`src/rtl/ssr_pkg.sv`:
```
// Shared types, constants and helper functions for the streaming substring replacer.
package ssr_pkg;

    // Window and replacement geometry.
    localparam int MAX_PATTERN     = 8;
    localparam int MAX_REPLACEMENT = 8;
    localparam int WIN_IDX_W       = $clog2(MAX_PATTERN);
    localparam int LEN_W           = 4;
    localparam int CNT_W           = 16;

    // Command queue between the front and back parts; depth must be a power of two.
    localparam int QUEUE_DEPTH = 2;
    localparam int QPTR_W      = $clog2(QUEUE_DEPTH);
    localparam int QCNT_W      = $clog2(QUEUE_DEPTH + 1);

    // Configuration port.
    localparam int CFG_IDX_W  = 3;
    localparam int CFG_DATA_W = 64;

    typedef enum logic [CFG_IDX_W-1:0] {
        CFG_PATTERN_BYTES      = 3'd0,
        CFG_PATTERN_LENGTH     = 3'd1,
        CFG_REPLACEMENT_BYTES  = 3'd2,
        CFG_REPLACEMENT_LENGTH = 3'd3
    } t_cfg_idx;

    typedef logic [MAX_PATTERN-1:0][7:0] t_window;

    // Input request.
    typedef struct packed {
        logic [7:0] char_in;
        logic       char_present;
        logic       string_end;
    } t_in_req;

    // Output request.
    typedef struct packed {
        logic [7:0]       char_out;
        logic             char_valid;
        logic             string_done;
        logic [CNT_W-1:0] match_total;
    } t_out_req;

    // Configuration register file contents.
    typedef struct packed {
        t_window          pattern_bytes;
        logic [LEN_W-1:0] pattern_length;
        t_window          replacement_bytes;
        logic [LEN_W-1:0] replacement_length;
    } t_cfg;

    // One classified item: the list of results it causes, in compact form.
    typedef struct packed {
        logic             hit;        // head bytes come from the replacement
        logic [7:0]       pop_byte;   // head byte when a full window does not match
        logic [LEN_W-1:0] head_cnt;   // replacement length, 1 for a pop, else 0
        t_window          flush;      // bytes flushed at end of string
        logic [LEN_W-1:0] real_cnt;   // head_cnt plus flushed byte count
        logic             last;       // item ends the string
        logic [CNT_W-1:0] total;      // match count reported at end of string
    } t_cmd;

    // Pattern length in use: zero means one, long values saturate.
    function automatic logic [LEN_W-1:0] eff_pattern_len(input logic [LEN_W-1:0] len);
        logic [LEN_W-1:0] n;
        n = len;
        if (n == '0) begin
            n = LEN_W'(1);
        end else if (n > LEN_W'(MAX_PATTERN)) begin
            n = LEN_W'(MAX_PATTERN);
        end
        return n;
    endfunction

    // Replacement length in use: long values saturate.
    function automatic logic [LEN_W-1:0] eff_repl_len(input logic [LEN_W-1:0] len);
        logic [LEN_W-1:0] n;
        n = len;
        if (n > LEN_W'(MAX_REPLACEMENT)) begin
            n = LEN_W'(MAX_REPLACEMENT);
        end
        return n;
    endfunction

endpackage

```
`src/rtl/ssr_front.sv`:
```
// Front part: byte window, parallel pattern compare and classification of each item.
module ssr_front import ssr_pkg::*; (
    input  logic    i_clk,
    input  logic    i_rst_n,
    input  logic    i_accept,
    input  t_in_req i_req,
    input  t_cfg    i_cfg,
    output logic    o_cmd_push,
    output t_cmd    o_cmd,
    output logic    o_window_empty
);

    t_window          r_window;
    logic [LEN_W-1:0] r_fill;
    logic [CNT_W-1:0] r_count;

    t_window          n_window;
    logic [LEN_W-1:0] n_fill;
    logic [CNT_W-1:0] n_count;

    t_window          w_ins;
    t_window          w_after;
    logic [LEN_W-1:0] fill_ins;
    logic [LEN_W-1:0] fill_after;
    logic [CNT_W-1:0] count_after;
    logic [LEN_W-1:0] pat_len;
    logic             win_full;
    logic             hit;
    logic             pop;

    // Insert the new byte, compare the window and decide hit, pop or hold.
    always_comb begin
        pat_len  = eff_pattern_len(i_cfg.pattern_length);
        w_ins    = r_window;
        fill_ins = r_fill;
        if (i_req.char_present && (r_fill < LEN_W'(MAX_PATTERN))) begin
            w_ins[r_fill[WIN_IDX_W-1:0]] = i_req.char_in;
            fill_ins = r_fill + 1'b1;
        end
        win_full = i_req.char_present && (fill_ins >= pat_len);

        hit = win_full;
        for (int k = 0; k < MAX_PATTERN; k++) begin
            if ((LEN_W'(k) < pat_len) && (w_ins[k] != i_cfg.pattern_bytes[k])) begin
                hit = 1'b0;
            end
        end
        pop = win_full && !hit;

        w_after     = w_ins;
        fill_after  = fill_ins;
        count_after = r_count;
        if (hit) begin
            w_after     = '0;
            fill_after  = '0;
            count_after = (r_count == '1) ? r_count : r_count + 1'b1;
        end else if (pop) begin
            w_after    = {8'h00, w_ins[MAX_PATTERN-1:1]};
            fill_after = fill_ins - 1'b1;
        end
    end

    // Build the command for the back part. An item that causes no result and does
    // not end the string, such as a match that is deleted, sends no command.
    always_comb begin
        o_cmd.hit      = hit;
        o_cmd.pop_byte = w_ins[0];
        o_cmd.head_cnt = hit ? eff_repl_len(i_cfg.replacement_length) : LEN_W'(pop);
        o_cmd.flush    = i_req.string_end ? w_after : '0;
        o_cmd.real_cnt = o_cmd.head_cnt + (i_req.string_end ? fill_after : '0);
        o_cmd.last     = i_req.string_end;
        o_cmd.total    = count_after;
        o_cmd_push     = i_accept && ((o_cmd.real_cnt != '0) || i_req.string_end);
    end

    // End of string empties the window and restarts the count.
    always_comb begin
        n_window = r_window;
        n_fill   = r_fill;
        n_count  = r_count;
        if (i_accept) begin
            if (i_req.string_end) begin
                n_window = '0;
                n_fill   = '0;
                n_count  = '0;
            end else begin
                n_window = w_after;
                n_fill   = fill_after;
                n_count  = count_after;
            end
        end
    end

    always_ff @(posedge i_clk) begin
        if (!i_rst_n) begin
            r_window <= '0;
            r_fill   <= '0;
            r_count  <= '0;
        end else begin
            r_window <= n_window;
            r_fill   <= n_fill;
            r_count  <= n_count;
        end
    end

    assign o_window_empty = (r_fill == '0);

endmodule

```
`src/rtl/ssr_cmd_queue.sv`:
```
// Short command queue that decouples the front part from the back part.
module ssr_cmd_queue import ssr_pkg::*; (
    input  logic i_clk,
    input  logic i_rst_n,
    input  logic i_push,
    input  t_cmd i_cmd,
    output logic o_full,
    output logic o_valid,
    output t_cmd o_cmd,
    input  logic i_take
);

    t_cmd              r_mem [QUEUE_DEPTH];
    logic [QPTR_W-1:0] r_wr_ptr;
    logic [QPTR_W-1:0] r_rd_ptr;
    logic [QCNT_W-1:0] r_count;

    logic do_push;
    logic do_take;

    assign do_push = i_push && !o_full;
    assign do_take = i_take && o_valid;

    // Storage needs no reset; only the pointers and the count do.
    always_ff @(posedge i_clk) begin
        if (do_push) begin
            r_mem[r_wr_ptr] <= i_cmd;
        end
    end

    always_ff @(posedge i_clk) begin
        if (!i_rst_n) begin
            r_wr_ptr <= '0;
            r_rd_ptr <= '0;
            r_count  <= '0;
        end else begin
            if (do_push) begin
                r_wr_ptr <= r_wr_ptr + 1'b1;
            end
            if (do_take) begin
                r_rd_ptr <= r_rd_ptr + 1'b1;
            end
            if (do_push && !do_take) begin
                r_count <= r_count + 1'b1;
            end else if (do_take && !do_push) begin
                r_count <= r_count - 1'b1;
            end
        end
    end

    assign o_full  = (r_count == QCNT_W'(QUEUE_DEPTH));
    assign o_valid = (r_count != '0);
    assign o_cmd   = r_mem[r_rd_ptr];

endmodule

```
`src/rtl/ssr_back.sv`:
```
// Back part: walks commands one result per cycle to the output register if free.
module ssr_back import ssr_pkg::*; (
    input  logic     i_clk,
    input  logic     i_rst_n,
    input  logic     i_cmd_valid,
    input  t_cmd     i_cmd,
    input  t_window  i_repl_bytes,
    output logic     o_cmd_take,
    input  logic     i_pop,
    output logic     o_empty,
    output t_out_req o_data
);

    logic [LEN_W-1:0] r_idx;
    logic             r_out_valid;
    t_out_req         r_out;

    logic [LEN_W-1:0] n_idx;
    logic [LEN_W-1:0] res_cnt;
    logic [LEN_W-1:0] flush_off;
    logic             last_res;
    logic             slot_free;
    logic             produce;
    logic [7:0]       res_byte;
    t_out_req         res;

    // Select the byte for the current position in the command's result list.
    always_comb begin
        res_cnt   = (i_cmd.real_cnt == '0) ? LEN_W'(1) : i_cmd.real_cnt;
        last_res  = (r_idx == res_cnt - 1'b1);
        slot_free = !r_out_valid || i_pop;
        produce   = i_cmd_valid && slot_free;
        flush_off = r_idx - i_cmd.head_cnt;

        if (r_idx < i_cmd.head_cnt) begin
            res_byte = i_cmd.hit ? i_repl_bytes[r_idx[WIN_IDX_W-1:0]] : i_cmd.pop_byte;
        end else begin
            res_byte = i_cmd.flush[flush_off[WIN_IDX_W-1:0]];
        end

        res.char_valid  = (i_cmd.real_cnt != '0);
        res.char_out    = res.char_valid ? res_byte : 8'h00;
        res.string_done = i_cmd.last && last_res;
        res.match_total = res.string_done ? i_cmd.total : '0;

        n_idx = r_idx;
        if (produce) begin
            n_idx = last_res ? '0 : r_idx + 1'b1;
        end
    end

    // Output register: a new result enters when the slot is free or being drained.
    always_ff @(posedge i_clk) begin
        if (produce) begin
            r_out <= res;
        end
    end

    always_ff @(posedge i_clk) begin
        if (!i_rst_n) begin
            r_idx       <= '0;
            r_out_valid <= 1'b0;
        end else begin
            r_idx <= n_idx;
            if (produce) begin
                r_out_valid <= 1'b1;
            end else if (i_pop) begin
                r_out_valid <= 1'b0;
            end
        end
    end

    assign o_cmd_take = produce && last_res;
    assign o_empty    = !r_out_valid;
    assign o_data     = r_out;

endmodule

```
`src/rtl/stream_substring_replace_top.sv`:
```
// Top level of the streaming substring replacer: configuration registers and part wiring.
//
//  Channel   Handshake                 Payload
//  --------  ------------------------  ---------------------------------------------
//  input     push / full               i_data  : char_in, char_present, string_end
//  output    empty / pop               o_data  : char_out, char_valid, string_done,
//                                                match_total
//  config    i_cfg_valid / o_cfg_ready i_cfg_index, i_cfg_data
//
// One input byte is accepted per cycle while the two-entry command queue has room.
// Each result leaves the back part at one per cycle while the output register is free or
// being popped; an item causes one result for a plain pass-through byte, and up to the
// replacement length on a match plus the window flush at end of string.
// Reset is synchronous and active low; it clears the window, the counters, the queue
// and the output valid flag, and restores the register defaults (pattern length one).
// A stalled output holds its result and fills the queue before full is raised.
module stream_substring_replace_top import ssr_pkg::*; (
    input  logic                  i_clk,
    input  logic                  i_rst_n,
    input  logic                  push,
    output logic                  full,
    input  t_in_req               i_data,
    output logic                  empty,
    input  logic                  pop,
    output t_out_req              o_data,
    input  logic                  i_cfg_valid,
    output logic                  o_cfg_ready,
    input  logic [CFG_IDX_W-1:0]  i_cfg_index,
    input  logic [CFG_DATA_W-1:0] i_cfg_data
);

    t_cfg r_cfg;
    logic window_empty;
    logic in_accept;
    logic cmd_push;
    t_cmd cmd_in;
    logic cmd_valid;
    t_cmd cmd_out;
    logic cmd_take;

    assign o_cfg_ready = 1'b1;
    assign in_accept   = push && !full;

    // Configuration registers; the pattern length only changes while the window is empty.
    always_ff @(posedge i_clk) begin
        if (!i_rst_n) begin
            r_cfg.pattern_bytes      <= '0;
            r_cfg.pattern_length     <= LEN_W'(1);
            r_cfg.replacement_bytes  <= '0;
            r_cfg.replacement_length <= '0;
        end else if (i_cfg_valid) begin
            unique case (t_cfg_idx'(i_cfg_index))
                CFG_PATTERN_BYTES: begin
                    r_cfg.pattern_bytes <= i_cfg_data;
                end
                CFG_PATTERN_LENGTH: begin
                    if (window_empty) begin
                        r_cfg.pattern_length <= i_cfg_data[LEN_W-1:0];
                    end
                end
                CFG_REPLACEMENT_BYTES: begin
                    r_cfg.replacement_bytes <= i_cfg_data;
                end
                CFG_REPLACEMENT_LENGTH: begin
                    r_cfg.replacement_length <= i_cfg_data[LEN_W-1:0];
                end
                default: begin
                end
            endcase
        end
    end

    ssr_front u_front (
        .i_clk          (i_clk),
        .i_rst_n        (i_rst_n),
        .i_accept       (in_accept),
        .i_req          (i_data),
        .i_cfg          (r_cfg),
        .o_cmd_push     (cmd_push),
        .o_cmd          (cmd_in),
        .o_window_empty (window_empty)
    );

    ssr_cmd_queue u_queue (
        .i_clk   (i_clk),
        .i_rst_n (i_rst_n),
        .i_push  (cmd_push),
        .i_cmd   (cmd_in),
        .o_full  (full),
        .o_valid (cmd_valid),
        .o_cmd   (cmd_out),
        .i_take  (cmd_take)
    );

    ssr_back u_back (
        .i_clk        (i_clk),
        .i_rst_n      (i_rst_n),
        .i_cmd_valid  (cmd_valid),
        .i_cmd        (cmd_out),
        .i_repl_bytes (r_cfg.replacement_bytes),
        .o_cmd_take   (cmd_take),
        .i_pop        (pop),
        .o_empty      (empty),
        .o_data       (o_data)
    );

endmodule

```
`config.mk`:
```
export PLATFORM = sky130hd
export DESIGN_NAME = stream_substring_replace_top
export DESIGN_NICKNAME = d
export VERILOG_FILES = /design/src/rtl/ssr_pkg.sv /design/src/rtl/ssr_front.sv /design/src/rtl/ssr_cmd_queue.sv /design/src/rtl/ssr_back.sv /design/src/rtl/stream_substring_replace_top.sv
export SDC_FILE = /design/constraint.sdc
export NUM_CORES = 1
export LEC_CHECK = 0
export ABC_AREA = 1
export BUFFER_PORTS_ARGS = -buffer_cell sky130_fd_sc_hd__buf_4
export CORE_ASPECT_RATIO = 0.75
export CORE_MARGIN = 1
export CORE_UTILIZATION = 40
export DETAILED_ROUTE_END_ITERATION = 10
export HOLD_SLACK_MARGIN = 0.02
export SKIP_LAST_GASP = 1
export SLEW_MARGIN = 30
export SYNTH_ARGS = -nofsm -noshare
export SYNTH_HDL_FRONTEND = slang
export SYNTH_SLANG_ARGS = --single-unit
```
`constraint.sdc`:
```
create_clock -name i_clk -period 9.3 [get_ports i_clk]
set_clock_uncertainty 0.1 [all_clocks]
set_input_delay 0.465 -clock i_clk [delete_from_list [all_inputs] [get_ports i_clk]]
set_output_delay 0.465 -clock i_clk [all_outputs]
set_load 0.03 [all_outputs]
```
==> run metrics <==
largest net degree at the start of global routing=~100; worst-path fanout max=27; R2R Path Start=u_front.r_fill[0]; H-Tree Depth=2; total power=6.56 mW; CP endpoint=u_queue.r_mem[0][41]; Total GRT Usage=28.3%; Pwr Density=262 mW/mm^2; Pleak=about 9.5 nW; Setup Fix Bufs, Post-CTS=0; Final Wtd Congestion=1.01; critical path class=reg2reg; switching share of power=37.2%; crit path time final=6.72 ns; Starting Density=40.5%; commonest cells after routing, fill and taps aside=nand2_1 (640), inv_1 (296), nor2_1 (282); Worst-path clk slew=0.06 ns; Critical Path RT=~9.5 ns; max incr delay on CP=0.73 ns; Residual DRC=0; Num CTS Buffers=49; maximum clock insertion buffer count=3; Seq pwr share=38.5%; max_cap viols=0; Syn Nets=2880; area grow syn2layout=13.4%; Cells after Synth=2779; Hold WC Path Type=in2reg; P_sw=2.44 mW; Hold Fails Final Rpt=0; CP startpoint=u_front.r_fill[0]; io pins=111; reg2reg path depth=25; #FFs+latches synth=452; post-route setup TNS=0 ns; reg2reg end=u_queue.r_mem[0][41]; syn_area_per_cell=a little under 8 sq um; Top cell by count, worst path=inv_1; DP HPWL=57100 um; vias=~20000; antenna-violating nets left=0; CP top delay family=simple AND/OR/NAND/NOR gates; setup violators final=0; Worst-Skew Late Latency=0.61 ns; # resized after CTS=0; placement row count=74; CTS tree=done; r2r setup slk=2.58 ns; Rel. slew slack=27.5%; Slowest cell on crit path=nor2_4; root buffer cell=clkbuf_16; Post-synth top flop=dfxtp_1; GRT Residual Overflow=0; clock share of power=30.3%; HP Start=i_cfg_data[55]; Core Area=0.0545 sq mm; Cell variety after synth=51; ant diodes=0; Worst Path Arrival=between 6 and 7 ns; Port Buf Inserts=109; logic gate share of total power=31.3%; first-pass GRT wire length=117000 um; final wirelength=between 80000 and 90000 um; period utilization=72.3%; Die Area=0.0562 sq mm; measured slew at the worst slew-check pin=1.08 ns; vias in the first global route=between 15000 and 20000; peak supply drop=0.206 mV; Worst path depth=25; post-cts hold buffer count=2; fin nets=approximately 2900; 1st-iter DRT viols=around 2400; Pins Over Slew Limit=0; Fillers=5372; clk sinks=roughly 450; Vias/cell=5.55; part of the Yosys area used for sequential elements=51.0%; number of synthesized flops with an enable pin=222; Worst Path Buf+Inv=7; fmax=149 MHz; RSZ-0062 raised after global routing=false; synth warn=0; async set-or-reset flop fraction in the synthesized netlist=0%; startpoint types=register; CP Capture Type=register; leading cell type in the layout, fill and taps excluded=nand2_1; DRT Pass-1 Iters=5; Die Wd=273 um; status=finished, final reports clean; internal power=between 4 and 5 mW; initial antenna violation count=0; die height=between 200 and 250 um; per-cell routed wire length=22.4 um; layout cell share with drive strength beyond 1=9.33%; mapped cell area=0.0221 sq mm
-- tightest hold or removal path: stages --
cell     delay [ns]
buf_4          0.08
o21ai_0        0.08
nor2_1         0.08
-- logic make-up after synthesis --
group	count (synthesis)	share of synthesized area (%)
other cells	1	0.0170
buf+inv	468	8.33
mux	30	1.36
simple gates	1197	22.9
fa+ha+maj	19	1.14
xor+xnor	19	0.787
compound gates	593	14.5
flops	452	51.0
-- cells in the mapped netlist, drive strengths merged (31+ instances only) --
| master | n | area (sq um) |
|---|---|---|
| inv | 312 | 1170 |
| nand4 | 52 | 325 |
| a21oi | 216 | 1090 |
| edfxtp | 222 | 6670 |
| o21ai | 310 | 1570 |
| clkbuf | 122 | 458 |
| nand3 | 166 | 863 |
| o221ai | 31 | 272 |
| dfxtp | 230 | 4600 |
| buf | 31 | 199 |
| nor2 | 296 | 1210 |
| nand2 | 653 | 2500 |
-- routing by layer --
| metal | up-vias | share of wire [%] | GRT usage [%] |
|---|---|---|---|
| li1 | 9307 | - | - |
| met1 | 9518 | 50 | 45.6 |
| met2 | 890 | 38 | 36.6 |
| met3 | 105 | 10 | 6.70 |
| met4 | 0 | 2.2 | 7.14 |
| met5 | - | 0 | 0 |
-- power groups by stage --
stage / logic [mW] / registers (mW) / clock network, mW
2_1_floorplan: 1.15 / 2.68 / 0
3_3_place_gp: 2.02 / 2.56 / 0
3_5_place_dp: 2.04 / 2.57 / 0
4_1_cts: 2.05 / 2.52 / 2.01
5_1_grt: 2.23 / 2.55 / 2.09
6_report: 2.05 / 2.52 / 1.99
-- stage by stage --
| stage | utilization (%) | cells | instance area (sq um) | setup WS (ns) | hold slack [ns] |
|---|---|---|---|---|---|
| finish | 45.9 | 3573 | 25100 | 2.58 | 0.0338 |
| global route | 45.9 | 3573 | 25100 | 2.12 | 0.0344 |
| CTS | 45.9 | 3573 | 25100 | 2.64 | 0.0210 |
| detailed placement | 43.0 | 3481 | 23400 | 2.64 | 0.342 |
| global placement | 43.0 | 3481 | 23400 | 2.90 | 0.335 |
| floorplan | - | 2779 | 22100 | 0.689 | 0.324 |
-- worst min path at each step --
stage,end,slack [ns],depth (start not counted)
detailed placement,r_cfg[33],0.34,2
CTS,r_cfg[18],0.02,3
floorplan,r_cfg[0],0.32,2
finish,r_cfg[59],0.03,3
global route,r_cfg[59],0.03,3
global placement,r_cfg[58],0.34,2
-- flip-flops by register name, summed over array words and instances, names as in the netlist, named ones only --
signal / cells
u_queue.r_mem: 196
r_cfg: 136
u_front.r_window: 64
u_back.o_data: 26
u_front.r_count: 16
u_back.r_idx: 4
u_front.r_fill: 4
u_queue.r_count: 2
u_back.r_out_valid: 1
u_queue.r_rd_ptr: 1
u_queue.r_wr_ptr: 1
-- final cells by class --
| type | count | area [sq um] | area share (%) |
|---|---|---|---|
| sequential | 452 | 11300 | 45.0 |
| multi-input combinational | 1859 | 9040 | 36.1 |
| clock buffer | 62 | 1290 | 5.17 |
| inverter | 315 | 1190 | 4.73 |
| timing repair buffer | 135 | 1050 | 4.21 |
| tap | 722 | 903 | 3.61 |
| clock inverter | 28 | 304 | 1.21 |
Note: power is estimated with default switching activity, not from simulation.
